`src/rtl/core/rmq_pkg.sv`:
```
// rmq_pkg: shared widths, constants and pipeline bus types for the
// rotation matrix to quaternion block; depends on nothing else
package rmq_pkg;

   localparam int WORD_BITS = 16;
   localparam int FRAC_BITS = 14;
   localparam int LANES     = 4;

   // signed width that holds t and every off-diagonal sum exactly
   localparam int TW  = ((FRAC_BITS + 1 > WORD_BITS) ? FRAC_BITS + 1 : WORD_BITS) + 2;
   localparam int MW  = TW;                     // magnitude width
   localparam int SQW = 2 * MW;                 // squared magnitude
   localparam int DW  = SQW + FRAC_BITS;        // dividend width
   localparam int QW  = 2 * WORD_BITS;          // quotient bits kept
   localparam int SRW = WORD_BITS + 4;          // root remainder width

   localparam logic signed [TW-1:0] ONE_T = TW'(1) << FRAC_BITS;
   localparam logic [WORD_BITS-1:0] POS_MAX = {1'b0, {(WORD_BITS-1){1'b1}}};
   localparam logic [WORD_BITS-1:0] NEG_MIN = {1'b1, {(WORD_BITS-1){1'b0}}};

   typedef logic signed [WORD_BITS-1:0] word_type;

   typedef struct packed {
      logic          neg;
      logic          ovf;
      logic [MW-1:0] rem;
      logic [QW-1:0] acc;
   } div_lane_type;

   typedef struct packed {
      logic                     bad;
      logic [MW-1:0]            t;
      div_lane_type [LANES-1:0] lane;
   } div_bus_type;

   typedef struct packed {
      logic                 neg;
      logic                 ovf;
      logic [SRW-1:0]       rem;
      logic [WORD_BITS-1:0] root;
      logic [QW-1:0]        rad;
   } sqrt_lane_type;

   typedef struct packed {
      logic                      bad;
      sqrt_lane_type [LANES-1:0] lane;
   } sqrt_bus_type;

endpackage

```
`src/rtl/core/rmq_back.sv`:
```
// rmq_back: rounding from the root, saturation, sign and the result
// register; depends on rmq_pkg
module rmq_back (
   input  logic                  clock,
   input  logic                  reset,
   input  logic                  en,
   input  logic                  in_valid,
   input  rmq_pkg::sqrt_bus_type in_bus,
   output logic                  out_valid,
   output rmq_pkg::word_type     out_q [rmq_pkg::LANES],
   output logic                  out_bad
);
   import rmq_pkg::*;

   word_type q_in [LANES];
   word_type q_ff [LANES];
   logic     bad_ff;
   logic     v_ff;

   always_comb begin
      logic [WORD_BITS:0]   np1;
      logic [WORD_BITS-1:0] n;
      for (int i = 0; i < LANES; i++) begin
         // round half up: n = (root + 1) / 2
         np1 = {1'b0, in_bus.lane[i].root} + (WORD_BITS+1)'(1);
         n   = np1[WORD_BITS:1];
         if (in_bus.bad) begin
            q_in[i] = '0;
         end else if (in_bus.lane[i].neg) begin
            if (in_bus.lane[i].ovf || n > NEG_MIN) begin
               q_in[i] = NEG_MIN;
            end else begin
               q_in[i] = -n;
            end
         end else begin
            if (in_bus.lane[i].ovf || n > POS_MAX) begin
               q_in[i] = POS_MAX;
            end else begin
               q_in[i] = n;
            end
         end
      end
   end

   always_ff @(posedge clock) begin
      if (reset) begin
         v_ff <= 1'b0;
      end else if (en) begin
         v_ff <= in_valid;
      end
   end

   always_ff @(posedge clock) begin
      if (en) begin
         bad_ff <= in_bus.bad;
         for (int i = 0; i < LANES; i++) begin
            q_ff[i] <= q_in[i];
         end
      end
   end

   assign out_valid = v_ff;
   assign out_q     = q_ff;
   assign out_bad   = bad_ff;

endmodule

```
`config.mk`:
```
export PLATFORM = sky130hd
export DESIGN_NAME = rmq_back
export DESIGN_NICKNAME = d
export VERILOG_FILES = /design/src/rtl/core/rmq_pkg.sv /design/src/rtl/core/rmq_back.sv
export SDC_FILE = /design/constraint.sdc
export NUM_CORES = 1
export LEC_CHECK = 0
export BUFFER_PORTS_ARGS = -buffer_cell sky130_fd_sc_hd__buf_2
export CORE_AREA = 5 5 135 137
export DETAILED_ROUTE_END_ITERATION = 8
export DIE_AREA = 0 0 140 142
export GPL_TIMING_DRIVEN = 0
export PLACE_DENSITY = 0.71
export REMOVE_ABC_BUFFERS = 1
export SETUP_SLACK_MARGIN = 0.02
export SYNTH_ARGS = -nofsm -noshare
export SYNTH_HDL_FRONTEND = slang
export SYNTH_SLANG_ARGS = --single-unit
```
`constraint.sdc`:
```
create_clock -name clock -period 8 [get_ports clock]
set_input_delay 1.2 -clock clock [delete_from_list [all_inputs] [get_ports clock]]
set_output_delay 1.2 -clock clock [all_outputs]
set_load 0.1 [all_outputs]
```
# Word-level counts from Yosys, hierarchy flattened
# Index checks and enable logic that the tools add are counted.
totals:
  elab_cells: 42
  inputBits: 285
  register_bits: 66
  output_inout_bits: 66
op_classes:
  n_reduce_logical: 8
  addsub: 8
  muxes: 12
  n_lt_le_gt_ge: 8
ops:
  columns: ["operator", "n"]
  rows:
  - ["$mux 16", 12]
  - ["$add 16x1->17 const B", 4]
  - ["$gt 16x15->1 const B", 4]
  - ["$gt 16x16->1 const B", 4]
  - ["$neg 16->16", 4]
  - ["$logic_or 1x1->1", 8]

# Depth between registers and ports, before layout
depth:
  depth_word: 5
  depth_mapped: 12
  ltp_nobuf: 9

# Least setup slack after synthesis
# No wires, ideal clock.
synth_path:
  kind: "input to register"
  startpoint: "in in_bus[242] (netlist bit)"
  endpoint: "reg q_ff, in the netlist out_q[15] (data pin)"
  path_slack_ps: 4462
  setup_time_ps: 258
  required_ps: 7742
  path_stages: 11
  t_arrival_ps: 3280
  path_buffers: 4
  path_cell_list: "ha_1 buf_6 and3_1 buf_2 and4_1 buf_2 or4_1 and3_1 o31ai_4 buf_4 a21oi_1"
synth_between:
  elab_chain_len: 5
  word_cells_on_any_way: 9
  cone_classes: "add/sub: 2; order compare: 2; mux: 3; reduce/logical: 2"
synth_lines:
  columns: ["element", "line", "rtl"]
  rows:
  - ["start, declared", "rmq_back.sv:8", "input rmq_pkg::sqrt_bus_type in_bus,"]
  - ["$add 16x1->17 *", "rmq_back.sv:25", "np1 = {1'b0, in_bus.lane[i].root} + (WORD_BITS+1)'(1);"]
  - ["$gt 16x15->1 or $gt 16x16->1 (tied branches)", "rmq_back.sv:36, rmq_back.sv:30", null]
  - ["$logic_or 1x1->1 (on tied branches)", "rmq_back.sv:36, rmq_back.sv:30", null]
  - ["$mux 16 (on tied branches)", "rmq_back.sv:36, rmq_back.sv:30", null]
  - ["$mux 16 *", "rmq_back.sv:29", "end else if (in_bus.lane[i].neg) begin"]
  - ["end signal, assigned by index", "rmq_back.sv:57", "q_ff[i] <= q_in[i];"]
  - ["end, declared", "rmq_back.sv:16", "word_type q_ff [LANES];"]
# Mark *: on every way between the ends. The rest lies on a longest branch, timed or not.
# A chain may end at the register's enable or synchronous reset.

# Worst setup path after layout
layout_path:
  startpoint: "in in_bus[32] (netlist bit)"
  endpoint: "reg q_ff, in the netlist out_q[61] (data pin)"
# Same word-level chain as after synthesis.

==> reports/metrics.yaml <==
routing:
  routedWlPerCell_um: 16.20
  ant_nets: 0
  via_per_inst: 5.615
  drcViolationCount: 0
  num_vias: 6205
  wirelength_mm: 17.90
  first_pass_iters: 5
  drt_iter0_markers: 517
clock_network:
  cts_buffers: 9
  numClockSinks: 66
  cts_tree: "built"
  clk_pin_slew_ps: 60
  ctsRootBufferMaster: "clkbuf_16"
  cts_resized: 0
  holdBufCountCts: 0
  clk_latency_ps: 340
  clock_path_buffers: 2
  htreeDepth: 3
  post_cts_buffers: 0
setup_path:
  crit_required_ps: 8040
  regToRegSetupSlack_ps: 7410
  crit_path_start_kind: "input port"
  slowest_stage: "nor2_1"
  crit_chain: "buf_2, ha_1, nand4_1, nor3_1, and3_1, nor2_1, a21oi_1, o31ai_1, a221oi_1"
  path_max_fanout: 19
  arrival_ps: 4100
  rr_worst_depth: 2
  crit_path_end_kind: "flop"
  r2r-start: "out_valid"
  criticalPathCategory: "input port to flop"
  r2r-end: "out_valid"
  slowest_delay_ps: 930
finish:
  fin_cells: 1105
  fillers: 1670
  areaGrowthSynthToFinish_pct: 15.99
  antennaDiodeCount: 0
  nets: 1172
  final_layout_size_suffix_gt1_share_pct: 22.27
yosys:
  synth_cell_type_count: 81
  synthCells: 771
  synth_top_cell_by_area: "edfxtp_1"
  yosys_register_bits: 66
  synth_edf_count: 65
  ys_seq_area_share_pct: 30.25
  ys.flop_type: "edfxtp_1"
  synth_most_common_cell: "a21oi_1"
  synth_top_cell_area_share_pct: 29.94
  avgSynthCellArea_um2: 8.455
  synth_area_um2: 6519
  ys.warnings.count: 0
  netlist_top_cells_area: "edfxtp_1 (30%), xnor2_1 (6.0%), a21oi_1 (5.6%)"
  synth_common_cells: "a21oi_1 (73), nand2_1 (70), edfxtp_1 (65), nor2_1 (65)"
  async_flop_share_pct: 0
grt:
  grt_pass1_vias: 5743
  grtUsageTotal_pct: 17.62
  grt_max_degree: 67
  antenna_found_initial: 0
  gr-total-overflow: 0
  grt_pass1_wl_mm: 28.84
sta:
  worst_slew_pin_slew_ps: 1252
  finalClockSkew_ps: 0
  hold_viol_final: 0
  relSlewSlack_pct: 15.43
  rsz0062_at_grt: "no"
  fmax_mhz: 246.5
  min_period_ps: 4056
  drv_slew: 0
  min_period_over_period_pct: 50.70
  setup-violations-final: 0
  tns_ps: 0
  setup_slack_ps: 3944
die:
  dieArea_um2: 19880
  fp-row-count: 48
  die_y_um: 142
  start_util_pct: 38.49
  io_pins: 351
  die_w_um: 140
  core_area_um2: 16940
job:
  maxCapViolCount: 0
place:
  dp_hpwl_mm: 13.10
  io_buffers: 142
  post-place-ws_ps: 3684
  globalplace.congestion: 0.8720
  place_inst: 1089
worst_hold_path:
  min-delay-start: "out_valid"
  min_path_type: "flop to flop"
  worst_hold_path.num_cells: 2
  worst_hold_path.endpoint: "out_valid"
pwr:
  cellPowerDensity_nw_per_um2: 166.5
  ir_drop_v: 0.00008926
  p_leak_nw: 2.819
run_status:
  status: "finished, final reports clean"
-- per-layer routing --
metal / wire [um] / up-vias / global-route usage (%)
met5: 0 / - / 0
met4: 273 / 0 / 5.150
met3: 1334 / 21 / 5.780
met2: 8057 / 160 / 27.93
met1: 8231 / 2892 / 23.13
li1: - / 3132 / -
-- kinds of logic after synthesis --
| kind of cell | after synthesis | synth area share, % |
|---|---|---|
| fa+ha+maj | 12 | 2.303 |
| flops | 66 | 30.25 |
| compound gates | 195 | 21.19 |
| xor+xnor | 69 | 9.271 |
| buf+inv | 69 | 4.587 |
| mux | 35 | 5.451 |
| simple gates | 325 | 26.95 |
-- where the power goes --
group | total, W | switching, W | leakage, nW | internal, W
registers | 0.000422 | 0.00000702 | 0.634 | 0.000415
logic | 0.000470 | 0.000371 | 2.06 | 0.0000988
clock network | 0.000366 | 0.000158 | 0.127 | 0.000208
total | 0.00126 | 0.000537 | 2.82 | 0.000722
-- flip-flops by register name (all words and copies together) (netlist names) --
name / cells
out_bad: 1
out_q: 64
out_valid: 1
-- layout make-up --
type                    count  area [um2]  area share (%)
multi-input cells         636        4248           56.18
flip-flops and latches     66        1972           26.08
repair buffers            142       713.2           9.432
well taps                 225       281.5           3.723
clock buffers               9       225.2           2.979
inverters                  20       75.07          0.9929
clock inverters             7       46.29          0.6123
-- worst max-delay path by stage --
stage / start / end
floorplan: in_bus[102] / out_q[33]
global placement: in_bus[32] / out_q[61]
detailed placement: in_bus[32] / out_q[61]
CTS: in_bus[32] / out_q[61]
global route: in_bus[172] / out_q[29]
finish: in_bus[32] / out_q[61]
-- worst max-delay path, delay by kind of cell --
kind | cells | cell delay, ps
buffers and inverters | 1 | 140
and+or+nand+nor | 4 | 1460
adders and majority gates | 1 | 310
AOI/OAI and AO/OA | 3 | 990
-- per-stage QoR --
stage	hold WS [ps]	instance area (um2)	util (%)	power [W]
floorplan	970.5	6295	-	0.0007784
global placement	476.4	7287	43.03	0.0008950
detailed placement	489.7	7289	43.04	0.0008983
CTS	508.2	7561	44.64	0.001272
global route	548.3	7561	44.64	0.001323
finish	501.8	7561	44.64	0.001259
-- cells in the final DEF, fill, tap and decap left out, types with 5 or more instances in the layout --
cell type / netlist / layout
a211oi_1: 16 / 16
a21oi_1: 73 / 73
a31o_2: 7 / 7
and2_1: 6 / 6
and3_1: 20 / 20
and4_1: 5 / 5
buf_2: 13 / 141
clkbuf_16: 0 / 9
edfxtp_1: 65 / 65
ha_1: 12 / 12
inv_1: 19 / 19
mux2i_1: 31 / 31
nand2_1: 70 / 70
nand3_1: 45 / 45
nand3b_1: 8 / 8
nand4_1: 17 / 17
nor2_1: 65 / 65
nor3_1: 22 / 22
nor3b_1: 6 / 6
nor4_1: 17 / 17
o211ai_1: 8 / 8
o21ai_0: 20 / 20
o31ai_1: 10 / 10
or3_1: 9 / 9
or4_1: 5 / 5
xnor2_1: 45 / 45
xor2_1: 24 / 24
Note: power is estimated with default switching activity, not from simulation.
