### src/rtl/core/rmq_pkg.sv
// rmq_pkg: shared widths, constants and pipeline bus types for the
// rotation matrix to quaternion block; depends on nothing else
package rmq_pkg;

   localparam int WORD_BITS = 16;
   localparam int FRAC_BITS = 14;
   localparam int LANES     = 4;

   // signed width that holds t and every off-diagonal sum exactly
   localparam int TW  = ((FRAC_BITS + 1 > WORD_BITS) ? FRAC_BITS + 1 : WORD_BITS) + 2;
   localparam int MW  = TW;                     // magnitude width
   localparam int SQW = 2 * MW;                 // squared magnitude
   localparam int DW  = SQW + FRAC_BITS;        // dividend width
   localparam int QW  = 2 * WORD_BITS;          // quotient bits kept
   localparam int SRW = WORD_BITS + 4;          // root remainder width

   localparam logic signed [TW-1:0] ONE_T = TW'(1) << FRAC_BITS;
   localparam logic [WORD_BITS-1:0] POS_MAX = {1'b0, {(WORD_BITS-1){1'b1}}};
   localparam logic [WORD_BITS-1:0] NEG_MIN = {1'b1, {(WORD_BITS-1){1'b0}}};

   typedef logic signed [WORD_BITS-1:0] word_type;

   typedef struct packed {
      logic          neg;
      logic          ovf;
      logic [MW-1:0] rem;
      logic [QW-1:0] acc;
   } div_lane_type;

   typedef struct packed {
      logic                     bad;
      logic [MW-1:0]            t;
      div_lane_type [LANES-1:0] lane;
   } div_bus_type;

   typedef struct packed {
      logic                 neg;
      logic                 ovf;
      logic [SRW-1:0]       rem;
      logic [WORD_BITS-1:0] root;
      logic [QW-1:0]        rad;
   } sqrt_lane_type;

   typedef struct packed {
      logic                      bad;
      sqrt_lane_type [LANES-1:0] lane;
   } sqrt_bus_type;

endpackage

### src/rtl/core/rmq_front.sv
// rmq_front: case choice, t and component sums, magnitudes, squaring and
// divider setup over four register stages; depends on rmq_pkg
module rmq_front (
   input  logic               clock,
   input  logic               reset,
   input  logic               en,
   input  logic               in_valid,
   input  rmq_pkg::word_type  m00,
   input  rmq_pkg::word_type  m01,
   input  rmq_pkg::word_type  m02,
   input  rmq_pkg::word_type  m10,
   input  rmq_pkg::word_type  m11,
   input  rmq_pkg::word_type  m12,
   input  rmq_pkg::word_type  m20,
   input  rmq_pkg::word_type  m21,
   input  rmq_pkg::word_type  m22,
   output logic               out_valid,
   output rmq_pkg::div_bus_type out_bus
);
   import rmq_pkg::*;

   logic signed [TW-1:0] a00, a01, a02, a10, a11, a12, a20, a21, a22;
   logic signed [TW-1:0] t1_in;
   logic signed [TW-1:0] c1_in [LANES];
   logic signed [TW-1:0] t1_ff;
   logic signed [TW-1:0] c1_ff [LANES];
   logic                 v1_ff, v2_ff, v3_ff, v4_ff;
   logic                 bad2_ff, bad3_ff;
   logic [MW-1:0]        t2_ff, t3_ff;
   logic                 neg2_ff [LANES];
   logic                 neg3_ff [LANES];
   logic [MW-1:0]        mag2_ff [LANES];
   logic [SQW-1:0]       sq3_ff  [LANES];
   div_bus_type          bus4_in, bus4_ff;

   assign a00 = TW'(m00);
   assign a01 = TW'(m01);
   assign a02 = TW'(m02);
   assign a10 = TW'(m10);
   assign a11 = TW'(m11);
   assign a12 = TW'(m12);
   assign a20 = TW'(m20);
   assign a21 = TW'(m21);
   assign a22 = TW'(m22);

   // branch choice on sign of m22 and the diagonal
   always_comb begin
      if (a22 < 0) begin
         if (a00 > a11) begin
            t1_in    = ONE_T + a00 - a11 - a22;
            c1_in[0] = t1_in;
            c1_in[1] = a01 + a10;
            c1_in[2] = a20 + a02;
            c1_in[3] = a12 - a21;
         end else begin
            t1_in    = ONE_T - a00 + a11 - a22;
            c1_in[0] = a01 + a10;
            c1_in[1] = t1_in;
            c1_in[2] = a12 + a21;
            c1_in[3] = a20 - a02;
         end
      end else begin
         if (a00 + a11 < 0) begin
            t1_in    = ONE_T - a00 - a11 + a22;
            c1_in[0] = a20 + a02;
            c1_in[1] = a12 + a21;
            c1_in[2] = t1_in;
            c1_in[3] = a01 - a10;
         end else begin
            t1_in    = ONE_T + a00 + a11 + a22;
            c1_in[0] = a12 - a21;
            c1_in[1] = a20 - a02;
            c1_in[2] = a01 - a10;
            c1_in[3] = t1_in;
         end
      end
   end

   // dividend is sq << FRAC_BITS; top part against t flags overflow
   always_comb begin
      logic [DW-1:0] d;
      logic [DW-1:0] hi;
      bus4_in.bad = bad3_ff;
      bus4_in.t   = t3_ff;
      for (int i = 0; i < LANES; i++) begin
         d  = {sq3_ff[i], {FRAC_BITS{1'b0}}};
         hi = d >> QW;
         bus4_in.lane[i].neg = neg3_ff[i];
         bus4_in.lane[i].ovf = (hi >= DW'(t3_ff));
         bus4_in.lane[i].rem = hi[MW-1:0];
         bus4_in.lane[i].acc = d[QW-1:0];
      end
   end

   always_ff @(posedge clock) begin
      if (reset) begin
         v1_ff <= 1'b0;
         v2_ff <= 1'b0;
         v3_ff <= 1'b0;
         v4_ff <= 1'b0;
      end else if (en) begin
         v1_ff <= in_valid;
         v2_ff <= v1_ff;
         v3_ff <= v2_ff;
         v4_ff <= v3_ff;
      end
   end

   always_ff @(posedge clock) begin
      if (en) begin
         t1_ff   <= t1_in;
         bad2_ff <= !(t1_ff > 0);
         t2_ff   <= MW'(t1_ff);
         bad3_ff <= bad2_ff;
         t3_ff   <= t2_ff;
         for (int i = 0; i < LANES; i++) begin
            c1_ff[i]   <= c1_in[i];
            neg2_ff[i] <= c1_ff[i] < 0;
            mag2_ff[i] <= (c1_ff[i] < 0) ? MW'(-c1_ff[i]) : MW'(c1_ff[i]);
            neg3_ff[i] <= neg2_ff[i];
            sq3_ff[i]  <= SQW'(mag2_ff[i]) * SQW'(mag2_ff[i]);
         end
         bus4_ff <= bus4_in;
      end
   end

   assign out_valid = v4_ff;
   assign out_bus   = bus4_ff;

endmodule

### config.mk
export PLATFORM = sky130hd
export DESIGN_NAME = rmq_front
export DESIGN_NICKNAME = d
export VERILOG_FILES = /design/src/rtl/core/rmq_pkg.sv /design/src/rtl/core/rmq_front.sv
export SDC_FILE = /design/constraint.sdc
export NUM_CORES = 2
export LEC_CHECK = 0
export BUFFER_PORTS_ARGS = -buffer_cell sky130_fd_sc_hd__buf_2
export CELL_PAD_IN_SITES_DETAIL_PLACEMENT = 1
export CELL_PAD_IN_SITES_GLOBAL_PLACEMENT = 1
export CORE_MARGIN = 2
export CORE_UTILIZATION = 30
export CTS_CLUSTER_DIAMETER = 40
export DETAILED_ROUTE_END_ITERATION = 10
export GPL_TIMING_DRIVEN = 0
export PLACE_DENSITY = 0.6
export SLEW_MARGIN = 20
export SYNTH_ARGS = -nofsm -noshare
export SYNTH_HDL_FRONTEND = slang
export SYNTH_SLANG_ARGS = --single-unit
### constraint.sdc
create_clock -name clock -period 7.2 [get_ports clock]
set_input_delay 1.44 -clock clock [delete_from_list [all_inputs] [get_ports clock]]
set_output_delay 1.44 -clock clock [all_outputs]
set_load 0.01 [all_outputs]
# Word-level counts from Yosys, hierarchy flattened
# Memories as Yosys holds them, arrays and structs flattened. A register that Yosys moved wholly into a read port is not among the register bits.
# Cells that the tools add are included.
# W data, S select, Z words.
[word_totals] register_bits=227 latch_bits=0 mem_bits_rw=296 romBits=0 inputBits=148 out_inout_bits=228 elab_cells=78 memories=5
[mem_list] name="sq3_ff" words=4 word_bits=36 rd=4 rd_ports_with_merged_regs=0 wr=4 line="rmq_front.sv:33" rtl="logic [SQW-1:0] sq3_ff [LANES];"
[mem_list] name="c1_ff" words=4 word_bits=18 rd=4 rd_ports_with_merged_regs=0 wr=4 line="rmq_front.sv:26" rtl="logic signed [TW-1:0] c1_ff [LANES];"
[mem_list] name="mag2_ff" words=4 word_bits=18 rd=4 rd_ports_with_merged_regs=0 wr=4 line="rmq_front.sv:32" rtl="logic [MW-1:0] mag2_ff [LANES];"
[mem_list] name="neg2_ff" words=4 word_bits=1 rd=4 rd_ports_with_merged_regs=0 wr=4 line="rmq_front.sv:30" rtl="logic neg2_ff [LANES];"
[mem_list] name="neg3_ff" words=4 word_bits=1 rd=4 rd_ports_with_merged_regs=4 wr=4 line="rmq_front.sv:31" rtl="logic neg3_ff [LANES];"
[op_classes] addsub=21 mul=4 n_div=0 order_cmp=12 n_eq_ne=0 shifts=0 mux=12 bitwise_logic=0 reduce_logical=1
[op_table] cell="$mux W72" count=3
[op_table] cell="$mul A18 B18 Y36" count=4
[op_table] cell="$mux W18" count=7
[op_table] cell="$ge A18 B18 Y1" count=4
[op_table] cell="$lt A18 B1 Y1 const B" count=4
[op_table] cell="$neg A18 Y18" count=4
[op_table] cell="$add A16 B16 Y17" count=4
[op_table] cell="$sub A16 B16 Y17" count=3
[op_table] cell="$add A17 B16 Y18" count=2
[op_table] cell="$add A18 B16 Y18" count=2
[op_table] cell="$sub A17 B16 Y18" count=2
[op_table] cell="$sub A18 B16 Y18" count=2
[op_table] cell="$gt A18 B1 Y1 const B" count=1
[op_table] cell="$add A16 B16 Y17 const A" count=1
[op_table] cell="$lt A17 B1 Y1 const B" count=1
[op_table] cell="$sub A16 B16 Y17 const A" count=1
[op_table] cell="$gt A16 B16 Y1" count=1
[op_table] cell="$lt A16 B1 Y1 const B" count=1
[op_table] cell="$mux W1" count=2
[op_table] cell="$logic_not A1 Y1" count=1

# Depth between registers and ports, before layout
[depth] depth_word=5 ltp_mapped=26 mapped_depth_nobuf=24

# Worst setup path after synthesis
# No wires, ideal clock.
[synth_timing] kind="reg2reg" startpoint="memory mag2_ff[0][13] in the netlist's numbering" endpoint="memory sq3_ff[0][33] in the netlist's numbering, data pin" setup_time_ns=0.258 t_arrival_ns=6.099 t_required_ns=6.942 path_slack_ns=0.843 stages_incl_launch_ff=23 n_path_buf=2 synth_period_minus_slack_ns=6.357 path_cell_list="edfxtp_1 -> clkbuf_1 -> clkbuf_1 -> nand2_1 -> fa_1 -> fa_1 -> fa_1 -> inv_1 -> fa_1 -> fa_1 -> inv_1 -> fa_1 -> inv_1 -> ha_1 -> and3_1 -> and4_1 -> nand2_1 -> a2bb2oi_1 -> a31oi_1 -> or4_1 -> a31o_1 -> a21oi_2 -> xnor2_1"
[synth_lines] item="start, declared" line="rmq_front.sv:32"
[synth_lines] item="end, declared" line="rmq_front.sv:33"

==> metrics.txt <==
status completed; Top cell by count, worst path fa_1; Max Buffers Root-to-Sink 3; Period Utilization, post-route 96.45%; Detailed Routing Iterations Pass 1 5; dpl hpwl 190400 um; vias per cell 4.734; Post-synth ARST share 0%; Clock Latency Late Sink 0.69 ns; sequential-to-total area share from yosys stat 23.17%; Hold Vio Cnt, Final 0; DIE HEIGHT 476.9 um; Max Clk Rate 144.0 MHz; synth unique cells 82; vias in the first global route 53740; Critical Path RT 7.65 ns; Synthesis Warnings 0; first-pass GRT wire length 337500 um; DR DRC count 0; critical path arrival 7.39 ns; max-cap violations 0; clock skew 0.04471 ns; pin count of the biggest net entering global routing 103; clock slew at reported path FFs 0.06 ns; grt ovf 0; via count 48850; register bit count reported by yosys 519; Min-Delay Path Class flop to flop; Post-DRT Antenna Nets 0; Max Fanout on Critical Path 10; Main synth FF type edfxtp_1; cts hold-fix bufs 0; most common cell after layout, fill and taps aside inv_1; Worst path max stage delay 0.61 ns; Final min period 6.945 ns; Slew Viols, Final 0; area delta synth->final 13.94%; Die Span X 476.9 um; Die ar. 227400 sq um; fraction of layout cells with a size suffix above 1 10.18%; commonest cells after routing, fill and taps aside inv_1 (1461), fa_1 (945), ha_1 (731); non-filler instance count after layout 10320; Mean Syn Cell Area 9.963 sq um; Reg2Reg Setup Slack 0.26 ns; TritonCTS Buffers 84; Worst slew margin 17.40%; Worst setup SP type flop; Post-Synthesis Cells 6734; Filler cells 25380; crit-path cells clkbuf_2, nand2_1, inv_1, fa_1, inv_1, fa_1, fa_1, inv_1, fa_1, fa_1, inv_1, fa_1, inv_1, ha_1, and3_1, and4_1, nand2_1, a2bb2oi_2, a31oi_4, or4_1, a31o_1, a21oi_2, xnor2_1; post-route cell area 76450 sq um; Overall Global Routing Usage 19.71%; Final Wtd Congestion 0.9338; H-tree lvl count 3; PnR worst setup slack 0.2553 ns; Sink Count 519; final setup fails 0; initial detailed-routing violation count 2598; Starting Density 30.18%; post-layout util 34.39%; cell area after synthesis 67090 sq um; IO Port Bufs 315; Setup WS pre-CTS -0.8851 ns; I/O pins 376; final net count 9090; # rows 173; final WL 224900 um; WL per Instance 21.80 um; Post-Place Cells 10090; initial antenna violation count 24; Worst Max-Slew Pin Slew 1.226 ns; number of synthesized flops with an enable pin 515; TritonCTS clock tree yes; CTS Root Cell clkbuf_16; critical path class flop to flop; CP endpoint kind flop; Placeable Area 222300 sq um; Area after DPL 72760 sq um; slowest stage cell on the critical path edfxtp_1
## state kept, by name, indices dropped and copies added (netlist names)
register and cells:
out_bus 167, v2_ff 1, sq3_ff 140, c1_ff 72, t2_ff 18, neg2_ff 4, t3_ff 18, t1_ff 18
mag2_ff 72, out_valid 1, v3_ff 1, v1_ff 1, bad3_ff 1, bad2_ff 1, neg3_ff 4
## metrics by stage
stage	setup TNS, ns	hold slack (ns)
after floorplan	0	0.4003
after global placement	-1841.03	0.4005
after detailed placement	-18.99	0.4052
after CTS	0	0.4135
after global routing	-0.03327	0.4123
final	0	0.4139
## synthesized netlist by cell type (all sizes together) (10+ instances only)
library cell	count	share of area, %
inv	1462	8.2
fa	945	28
ha	731	14
nand2	574	3.2
edfxtp	515	23
xnor2	268	3.5
a21oi	262	2.0
nor2	261	1.5
and2	245	2.3
o21ai	207	1.5
clkbuf	166	0.93
a21o	114	1.3
xor2	92	1.2
buf	75	0.77
nor3	67	0.50
nor2b	56	0.53
o21a	53	0.59
nand2b	51	0.48
nand3	49	0.37
a211oi	45	0.50
or3	43	0.40
a31oi	37	0.34
o31ai	34	0.38
o211ai	31	0.35
o21bai	31	0.35
mux2i	29	0.43
nand4	24	0.22
and3	22	0.21
or2	19	0.18
or4	17	0.19
nor4	14	0.13
o31a	14	0.18
o41ai	14	0.18
a21boi	11	0.12
a221oi	11	0.14
o2111ai	10	0.14
## area by class of cell
type | instances | area, sq um | area share (%)
multi-input cells | 4570 | 45250 | 59.18
flip-flops and latches | 519 | 15540 | 20.33
inverters | 1463 | 5492 | 7.183
well taps | 2975 | 3722 | 4.869
repair buffers | 396 | 2305 | 3.015
clock buffers | 93 | 2178 | 2.849
plain buffers | 232 | 1231 | 1.610
clock inverters | 63 | 711.9 | 0.9313
diodes | 7 | 17.52 | 0.02291
## critical path, delay by kind of cell (launching register included)
kind	cells	cell delay [ns]
XOR/XNOR	1	0.07
buffers and inverters	6	0.61
adder cells (fa/ha/maj)	7	3.29
AND/OR/NAND/NOR	5	1.33
flip-flops	1	0.61
AO/OA/AOI/OAI	4	0.78
## path summary, 6_finish.rpt
path / start / to / depth (start not counted)
hold reg to reg: sq3_ff[3][9] / out_bus[179] / 0
hold / removal: sq3_ff[3][9] / out_bus[179] / 0
setup reg to reg: mag2_ff[0][8] / sq3_ff[0][33] / 23
setup / recovery: mag2_ff[0][8] / sq3_ff[0][33] / 23
## cells by family after synthesis
family | Yosys count | share of synthesized area, %
AO/OA/AOI/OAI | 969 | 9.371
AND/OR/NAND/NOR | 1468 | 10.48
multiplexers | 37 | 0.5669
adder cells (fa/ha/maj) | 1676 | 41.83
buffers and inverters | 1704 | 9.882
other | 1 | 0.005589
XOR/XNOR | 360 | 4.699
flip-flops | 519 | 23.17
## what timing repair did
item                       CTS  global route
gates resized for setup     75            62
setup endpoints to repair   47            26
pin swaps                    1             2
setup buffers               29            47
## metal layers
layer  part of all wire, %  up-vias  global-route usage [%]
met2                    47     1026                   32.89
met3                   4.4      281                   2.309
met4                   4.3       18                   7.656
met1                    44    24940                   26.06
li1                      -    22580                       -
met5                 0.047        -                       0
Power is left out: the tool's default activity adds up to more than one toggle a clock period on the data nets, which glitch-free logic cannot reach.
