### src/rtl/core/rmq_pkg.sv
// rmq_pkg: shared widths, constants and pipeline bus types for the
// rotation matrix to quaternion block; depends on nothing else
package rmq_pkg;

   localparam int WORD_BITS = 16;
   localparam int FRAC_BITS = 14;
   localparam int LANES     = 4;

   // signed width that holds t and every off-diagonal sum exactly
   localparam int TW  = ((FRAC_BITS + 1 > WORD_BITS) ? FRAC_BITS + 1 : WORD_BITS) + 2;
   localparam int MW  = TW;                     // magnitude width
   localparam int SQW = 2 * MW;                 // squared magnitude
   localparam int DW  = SQW + FRAC_BITS;        // dividend width
   localparam int QW  = 2 * WORD_BITS;          // quotient bits kept
   localparam int SRW = WORD_BITS + 4;          // root remainder width

   localparam logic signed [TW-1:0] ONE_T = TW'(1) << FRAC_BITS;
   localparam logic [WORD_BITS-1:0] POS_MAX = {1'b0, {(WORD_BITS-1){1'b1}}};
   localparam logic [WORD_BITS-1:0] NEG_MIN = {1'b1, {(WORD_BITS-1){1'b0}}};

   typedef logic signed [WORD_BITS-1:0] word_type;

   typedef struct packed {
      logic          neg;
      logic          ovf;
      logic [MW-1:0] rem;
      logic [QW-1:0] acc;
   } div_lane_type;

   typedef struct packed {
      logic                     bad;
      logic [MW-1:0]            t;
      div_lane_type [LANES-1:0] lane;
   } div_bus_type;

   typedef struct packed {
      logic                 neg;
      logic                 ovf;
      logic [SRW-1:0]       rem;
      logic [WORD_BITS-1:0] root;
      logic [QW-1:0]        rad;
   } sqrt_lane_type;

   typedef struct packed {
      logic                      bad;
      sqrt_lane_type [LANES-1:0] lane;
   } sqrt_bus_type;

endpackage

### src/rtl/core/rmq_sqrt_step.sv
// rmq_sqrt_step: one digit of the integer square root for all four lanes,
// registered; depends on rmq_pkg
module rmq_sqrt_step (
   input  logic                  clock,
   input  logic                  reset,
   input  logic                  en,
   input  logic                  in_valid,
   input  rmq_pkg::sqrt_bus_type in_bus,
   output logic                  out_valid,
   output rmq_pkg::sqrt_bus_type out_bus
);
   import rmq_pkg::*;

   sqrt_bus_type bus_in, bus_ff;
   logic         v_ff;

   always_comb begin
      logic [SRW-1:0] rx;
      logic [SRW-1:0] trial;
      bus_in = in_bus;
      for (int i = 0; i < LANES; i++) begin
         rx    = {in_bus.lane[i].rem[SRW-3:0], in_bus.lane[i].rad[QW-1:QW-2]};
         trial = SRW'({in_bus.lane[i].root, 2'b01});
         bus_in.lane[i].rad = {in_bus.lane[i].rad[QW-3:0], 2'b00};
         if (rx >= trial) begin
            bus_in.lane[i].rem  = rx - trial;
            bus_in.lane[i].root = {in_bus.lane[i].root[WORD_BITS-2:0], 1'b1};
         end else begin
            bus_in.lane[i].rem  = rx;
            bus_in.lane[i].root = {in_bus.lane[i].root[WORD_BITS-2:0], 1'b0};
         end
      end
   end

   always_ff @(posedge clock) begin
      if (reset) begin
         v_ff <= 1'b0;
      end else if (en) begin
         v_ff <= in_valid;
      end
   end

   always_ff @(posedge clock) begin
      if (en) begin
         bus_ff <= bus_in;
      end
   end

   assign out_valid = v_ff;
   assign out_bus   = bus_ff;

endmodule

### config.mk
export PLATFORM = sky130hd
export DESIGN_NAME = rmq_sqrt_step
export DESIGN_NICKNAME = d
export VERILOG_FILES = /design/src/rtl/core/rmq_pkg.sv /design/src/rtl/core/rmq_sqrt_step.sv
export SDC_FILE = /design/constraint.sdc
export NUM_CORES = 1
export LEC_CHECK = 0
export ABC_CLOCK_PERIOD_IN_PS = 3800
export BUFFER_PORTS_ARGS = -buffer_cell sky130_fd_sc_hd__clkbuf_2
export CORE_AREA = 5 5 218 220
export CTS_BUF_LIST = sky130_fd_sc_hd__clkbuf_8
export CTS_CLUSTER_SIZE = 25
export DETAILED_ROUTE_END_ITERATION = 7
export DIE_AREA = 0 0 223 225
export PLACE_DENSITY = 0.59
export SLEW_MARGIN = 20
export SYNTH_ARGS = -nofsm -noshare
export SYNTH_HDL_FRONTEND = slang
export SYNTH_SLANG_ARGS = --single-unit
export TNS_END_PERCENT = 1
### constraint.sdc
create_clock -name clock -period 3.8 [get_ports clock]
set_input_delay 0.95 -clock clock [delete_from_list [all_inputs] [get_ports clock]]
set_output_delay 0.95 -clock clock [all_outputs]
set_load 0.02 [all_outputs]
Yosys cells after proc, flatten, opt, wreduce, memory -nomap -nowiden

Index checks and enable logic that the tools add are counted.

Output and inout bits: 282
Input bits: 285
Flip-flop bits (word level): 274
Word-level logic and storage cells: 34

Add/subtract/negate cells: 4
$lt $le $gt $ge: 4
Multiplexer cells: 4

Operator list:

| operator       | number |
|---|---|
| $mux 36        | 4 |
| $ge 20x18->1   | 4 |
| $sub 20x18->20 | 4 |

Longest topological paths before layout

Gate-level depths: netlist (run 1).

Depth after elaboration: 2
Gate-level depth with buffers: 11
Mapped depth without buffers: 9

Worst setup path after synthesis (run 1)

No wires, ideal clock.

Path type: input-to-reg
Start point: input port in_bus[43] (netlist bit)
End point: register bus_ff, in the netlist out_bus[62], data pin
Data required time: 3,540 ps
Data arrival time: 2,980 ps
Path slack: 560 ps
Stages: 9
Setup time: 260 ps
Buffers on the path: 2
Cells stage by stage: inv_1 ha_1 buf_2 and4_1 nand2_1 or4b_4 o31ai_4 buf_6 mux2_2

RTL lines:

| element              | line                | source |
|---|---|---|
| start, declared      | rmq_sqrt_step.sv:8  | `input rmq_pkg::sqrt_bus_type in_bus,` |
| end signal, assigned | rmq_sqrt_step.sv:45 | `bus_ff <= bus_in;` |
| end, declared        | rmq_sqrt_step.sv:14 | `sqrt_bus_type bus_in, bus_ff;` |

==> results of run 1 <==
[worst max path at each step]
stage | start | slack [ns] | depth (start not counted) | endpoint
after floorplan | in_bus[43] | 0.56 | 9 | out_bus[62]$_DFFE_PP_
after global placement | in_bus[106] | 0.07 | 10 | out_bus[136]$_DFFE_PP_
after detailed placement | in_bus[106] | 0.04 | 9 | out_bus[128]$_DFFE_PP_
after CTS | in_bus[106] | 0.70 | 9 | out_bus[128]$_DFFE_PP_
after global routing | in_bus[106] | 0.50 | 11 | out_bus[125]$_DFFE_PP_
final | in_bus[106] | 0.67 | 9 | out_bus[128]$_DFFE_PP_
[flip-flops by register name (all words and copies together) (netlist names)]
| register | cells |
|---|---|
| out_bus | 273 |
| out_valid | 1 |
[routing by layer]
metal / global-route usage [%] / up-vias
met5: 0 / -
met3: 5.51 / 56
met1: 18.9 / 4910
li1: - / 5044
met2: 26.9 / 458
met4: 4.27 / 2
[placed cells by master, fill, tap and decap left out, drive strengths merged, types with 9 or more instances in the layout]
cell type and instances:
o21a 20, nor2b 10, inv 107, a211oi 12
clkbuf 599, ha 72, clkinv 21, a21o 17
nand4 11, nand2 45, xnor2 43, nand2b 9
nor2 91, o21ai 49, a21oi 85, mux2 19
a31oi 10, nand3 15, edfxtp 273, buf 32
xor2 19, nor3 17
[through the flow]
stage | hold slack, ns | cells | utilization [%] | instance area [um2] | power [W]
floorplan | 0.579 | 1039 | - | 13200 | 0.00497
global placement | 0.475 | 2189 | 37.2 | 16800 | 0.00572
detailed placement | 0.483 | 2189 | 37.2 | 16800 | 0.00574
CTS | 0.429 | 2278 | 39.2 | 17700 | 0.00832
global route | 0.445 | 2278 | 39.2 | 17700 | 0.00862
finish | 0.495 | 2278 | 39.2 | 17700 | 0.00817
[logic make-up after synthesis]
logic type      synth area share [%]
fa+ha+maj                       6.84
simple gates                    8.36
xor+xnor                        4.12
buf+inv                         4.25
flops                           62.4
other cells                   0.0285
compound gates                  12.2
mux                             1.78
[cell type report]
class | count | area share, %
Clock buffer | 50 | 3.90
Timing Repair Buffer | 581 | 17.3
Tap cell | 600 | 4.25
Sequential cell | 274 | 46.6
Inverter | 93 | 1.98
Multi-Input combinational cell | 641 | 25.0
Clock inverter | 39 | 1.02
[power by group through the flow]
| stage | Clock (W) | Sequential, W | Combinational (W) |
|---|---|---|---|
| 5_1_grt | 0.00277 | 0.00382 | 0.00203 |
| 4_1_cts | 0.00263 | 0.00380 | 0.00189 |
| 6_report | 0.00250 | 0.00379 | 0.00187 |
| 3_3_place_gp | 0 | 0.00385 | 0.00187 |
| 2_1_floorplan | 0 | 0.00425 | 0.000716 |
| 3_5_place_dp | 0 | 0.00386 | 0.00188 |
==> flow_summary.ini, run 1 <==
[outcome]
status = finished clean

[layout]
layout-drive-gt1-share_pct = 40.5
diodes = 0
final_nets = 1998
syn_to_final_growth_pct = 34.0
seqCellArea_um2 = 8220
fillers = 4433
multi_input_area_um2 = 4420

[timing]
timing.final.ws_setup_ns = 0.668
rsz0062_at_grt = no
final_hold_viol_count = 0
setup_viol = 0
fin_tns_setup_ns = 0
slew_viol_final = 0
skew_ns = 0
max_slew_margin_pct = 36.3
fmax_mhz = 319
fin_crit_sh_pct = 82.4
tightest_slew_ns = 0.956
period_needed_ns = 3.13

[yosys]
synth_top_area_share_pct = 62.2
netlist_area_um2 = 13200
yosysSeqAreaShare_pct = 62.4
netlist_instances = 1032
synth_seq_cells = 274
synth_top_flop_cell = edfxtp_1
synth_cell_type_count = 67
synth_edf_count = 273
avgSynthCellArea_um2 = 12.8
yosysMostFrequentCell = edfxtp_1
async_flop_share_pct = 0
synth_area_leaders = edfxtp_1 62%, ha_1 6.8%, a21oi_1 3.2%
ys_warn_count = 0
synth_area_leader_cell = edfxtp_1
ys_top_cells_by_count = 273 x edfxtp_1, 93 x inv_1, 91 x nor2_1, 85 x a21oi_1, 72 x ha_1

[route]
wl_met1_mm = 16.6
wl_met3_mm = 3.88
route.detailed.drc = 0
wl_met2_mm = 20.0
ant_nets = 0
drt_iter0_markers = 630
highest_layer = met5
finalWirelength_mm = 41.3
via_count = 10500
wl_per_cell_um = 18.1
drt-vias-per-instance = 4.60
first_pass_iters = 5

[setup_path]
reg2reg_to = out_valid$_SDFFE_PP0P_
worstSetupEndpointType = flop
cp_slowest_cell = o21ai_2
regToRegSetupSlack_ns = 3.20
cp.arrival_ns = 3.47
cpPeakStageDelay_ns = 0.77
r2r_cells = 2
cpLargestDelayFamily = compound AO/OA/AOI/OAI gates
critPathBufInv = 2
crit_path_start_kind = input port
cp_cell_sequence = clkbuf_2, inv_1, ha_1, nor2_1, or3b_1, a211oi_1, nor3_1, o21ai_2, mux2_2
path_class = input port to flop
required_ns = 4.14
cp_max_fo = 21
rr_startpoint = out_valid$_SDFFE_PP0P_

[pwr]
vdd.ir_drop.worst_mv = 0.265
comb_power_share_pct = 22.9
power_switching_w = 0.00253
powerDensity_nw_per_um2 = 463
clockPowerShare_pct = 30.6
swShare_pct = 31.0
internal_power_w = 0.00564
p_leak_nw = 7.93
seq_power_share_pct = 46.4

[worst_hold_path]
worstHoldPathType = input port to flop
worstHoldStart = reset
whs_path_depth = 2
hold_end = out_valid$_SDFFE_PP0P_

[global_route]
antenna_found_initial = 2
grt_pass1_vias = 10600
grt_max_degree = 90
grt_pass1_wl_mm = 62.2
track_usage_pct = 15.7
overflow = 0

[placement]
io_buffers = 550
place_congestion = 0.879
post-place-ws_ns = 0.0379
hpwl_mm = 33.1

[cts]
cts-resized-gates = 0
cts_tree = done
cts-root-buf = clkbuf_8
cts_max_level = 2
clock_latency_ns = 0.60
clockBufferDepth = 3
holdBufCountCts = 0
cts_setup_buffers = 0
cts_buffers = 50
clk_pin_slew_worst_paths_ns = 0.06
cts.sinks = 274

[job]
cap_violations = 0

[floorplanning]
initial_core_util_pct = 29.2
die_area_um2 = 50200
core_um2 = 45100
die_h_um = 225
die_width_um = 223
ios = 567
rows = 78
Power figures use the tool's default switching activity.
==> run 2: changes to the inputs <==
--- a/config.mk
+++ b/config.mk
@@ -5,14 +5,14 @@
 export SDC_FILE = /design/constraint.sdc
 export NUM_CORES = 1
 export LEC_CHECK = 0
-export ABC_CLOCK_PERIOD_IN_PS = 3800
+export ABC_CLOCK_PERIOD_IN_PS = 2700
 export BUFFER_PORTS_ARGS = -buffer_cell sky130_fd_sc_hd__clkbuf_2
-export CORE_AREA = 5 5 218 220
+export CORE_AREA = 5 5 217 219
 export CTS_BUF_LIST = sky130_fd_sc_hd__clkbuf_8
 export CTS_CLUSTER_SIZE = 25
 export DETAILED_ROUTE_END_ITERATION = 7
-export DIE_AREA = 0 0 223 225
-export PLACE_DENSITY = 0.59
+export DIE_AREA = 0 0 222 224
+export PLACE_DENSITY = 0.62
 export SLEW_MARGIN = 20
 export SYNTH_ARGS = -nofsm -noshare
 export SYNTH_HDL_FRONTEND = slang
==> constraint.sdc (replaced) <==
create_clock -name clock -period 2.7 [get_ports clock]
set_input_delay 0.675 -clock clock [delete_from_list [all_inputs] [get_ports clock]]
set_output_delay 0.675 -clock clock [all_outputs]
set_load 0.02 [all_outputs]
==> run 2 against run 1 <==
  * Non-clock buffer count rose by 210
  * First-iteration DRC count fell by 23%
  * Sequential share of layout area fell by 4.1 points
  * Final cell count rose by 9.0%
  * Clock power rose by 46%
  * Sequential power rose by 41%
  * Routed wire length rose by 4.1%
  * Clock skew did not move
  * Register-to-register slack got worse by 1.1 ns
  * Combinational power rose by 61%
  * Flip-flop and latch count did not move
  * Via count rose by 7.8%
  * Critical endpoint is now out_bus[62]$_DFFE_PP_
==> flow_summary.ini, run 2 (synthesis results as in run 1) <==
[outcome]
status = finished clean

[pwr]
power_w = 0.0120
powerDensity_nw_per_um2 = 621
p_leak_nw = 8.96
vdd.ir_drop.worst_mv = 0.432

[floorplanning]
die_h_um = 224
initial_core_util_pct = 29.3
rows = 78
core_um2 = 44900
die_area_um2 = 49700
ios = 567
die_width_um = 222

[cts]
clockBufferDepth = 3
cts_max_level = 2
cts_buffers = 47
cts-root-buf = clkbuf_8
holdBufCountCts = 0
cts_tree = done
clk_pin_slew_worst_paths_ns = 0.06
cts-resized-gates = 0
clock_latency_ns = 0.59
cts_setup_buffers = 0
cts.sinks = 274

[setup_path]
critPathBufInv = 4
cp_slowest_cell = a221oi_1
crit_path_start_kind = input port
path_class = input port to flop
cpLargestDelayFamily = compound AO/OA/AOI/OAI gates
cp_max_fo = 7
cp.arrival_ns = 2.82
required_ns = 3.04
cpPeakStageDelay_ns = 0.50
cp_cell_sequence = clkbuf_2, inv_8, ha_4, buf_4, a21o_1, a21oi_1, o31ai_1, a221oi_1, o31ai_4, buf_4, mux2_4
crit_top_cell = buf_4
worstSetupEndpointType = flop

[placement]
dp_cells = 2399
io_buffers = 550
place_congestion = 0.913
post_dp_cell_area_um2 = 18400
post-place-ws_ns = -0.501
hpwl_mm = 35.6

[layout]
syn_to_final_growth_pct = 46.8
finish.instance_area_um2 = 19300
stdcell_count = 2484
seqCellArea_um2 = 8220
final_common_cell = clkbuf_2
layout_common_cells = 549 x clkbuf_2, 273 x edfxtp_1, 236 x buf_4, 99 x inv_1, 91 x nor2_1
utilization_pct = 43.1
largest_reg_flops = 273
multi_input_area_um2 = 4480
layout-drive-gt1-share_pct = 47.6
final_nets = 2205
fillers = 4272

[timing]
fin_crit_sh_pct = 91.7
timing.final.ws_setup_ns = 0.225
fmax_mhz = 404
slew_viol_final = 0
period_needed_ns = 2.48
setup_viol = 0
max_slew_margin_pct = 61.0
rsz0062_at_grt = no
skew_ns = 0
tightest_slew_ns = 0.585
final_hold_viol_count = 0

[global_route]
grt_max_degree = 61
track_usage_pct = 16.5
grt_pass1_wl_mm = 65.3
overflow = 0
grt_pass1_vias = 11600
antenna_found_initial = 2

[route]
via_count = 11300
wl_per_cell_um = 17.3
finalWirelength_mm = 43.0
highest_layer = met4
ant_nets = 0
drt_iter0_markers = 487
wl_met2_mm = 21.3
first_pass_iters = 5
route.detailed.drc = 0
wl_met1_mm = 17.8
wl_met3_mm = 2.79
drt-vias-per-instance = 4.54

[job]
cap_violations = 0

[worst_hold_path]
worstHoldPathType = input port to flop
## run 2: layout make-up
type                    count  area share (%)
flip-flops and latches    274            42.5
multi-input cells         641            23.2
repair buffers            791            24.0
inverters                  93            1.84
clock buffers              47            3.34
well taps                 600            3.88
clock inverters            36            1.27
diodes                      2          0.0259
## run 2: stage by stage
stage / hold slack [ns] / setup TNS, ns
after floorplan: 0.579 / -3.67
after CTS: 0.164 / 0
final: 0.240 / 0
after global routing: 0.171 / 0
after global placement: 0.483 / -17.82
after detailed placement: 0.508 / -19.07
## run 2: final timing paths
path | slack [ns] | depth (start not counted) | to | from
max | 0.22 | 11 | out_bus[62]$_DFFE_PP_ | in_bus[43]
min reg2reg | 0.53 | 2 | out_valid$_SDFFE_PP0P_ | out_valid$_SDFFE_PP0P_
min | 0.24 | 2 | out_valid$_SDFFE_PP0P_ | reset
max reg2reg | 2.10 | 2 | out_valid$_SDFFE_PP0P_ | out_valid$_SDFFE_PP0P_
## run 2: power by group
group	internal, W	leakage [nW]	switching, W
Combinational	0.00128	5.79	0.00174
Clock	0.00193	0.489	0.00172
Sequential	0.00522	2.68	0.000129
Total	0.00842	8.96	0.00358
## run 2: layer usage
metal	vias to the layer above	GRT usage (%)
li1	5467	-
met1	5340	20.4
met2	411	28.6
met3	69	4.21
met4	0	5.09
met5	-	0
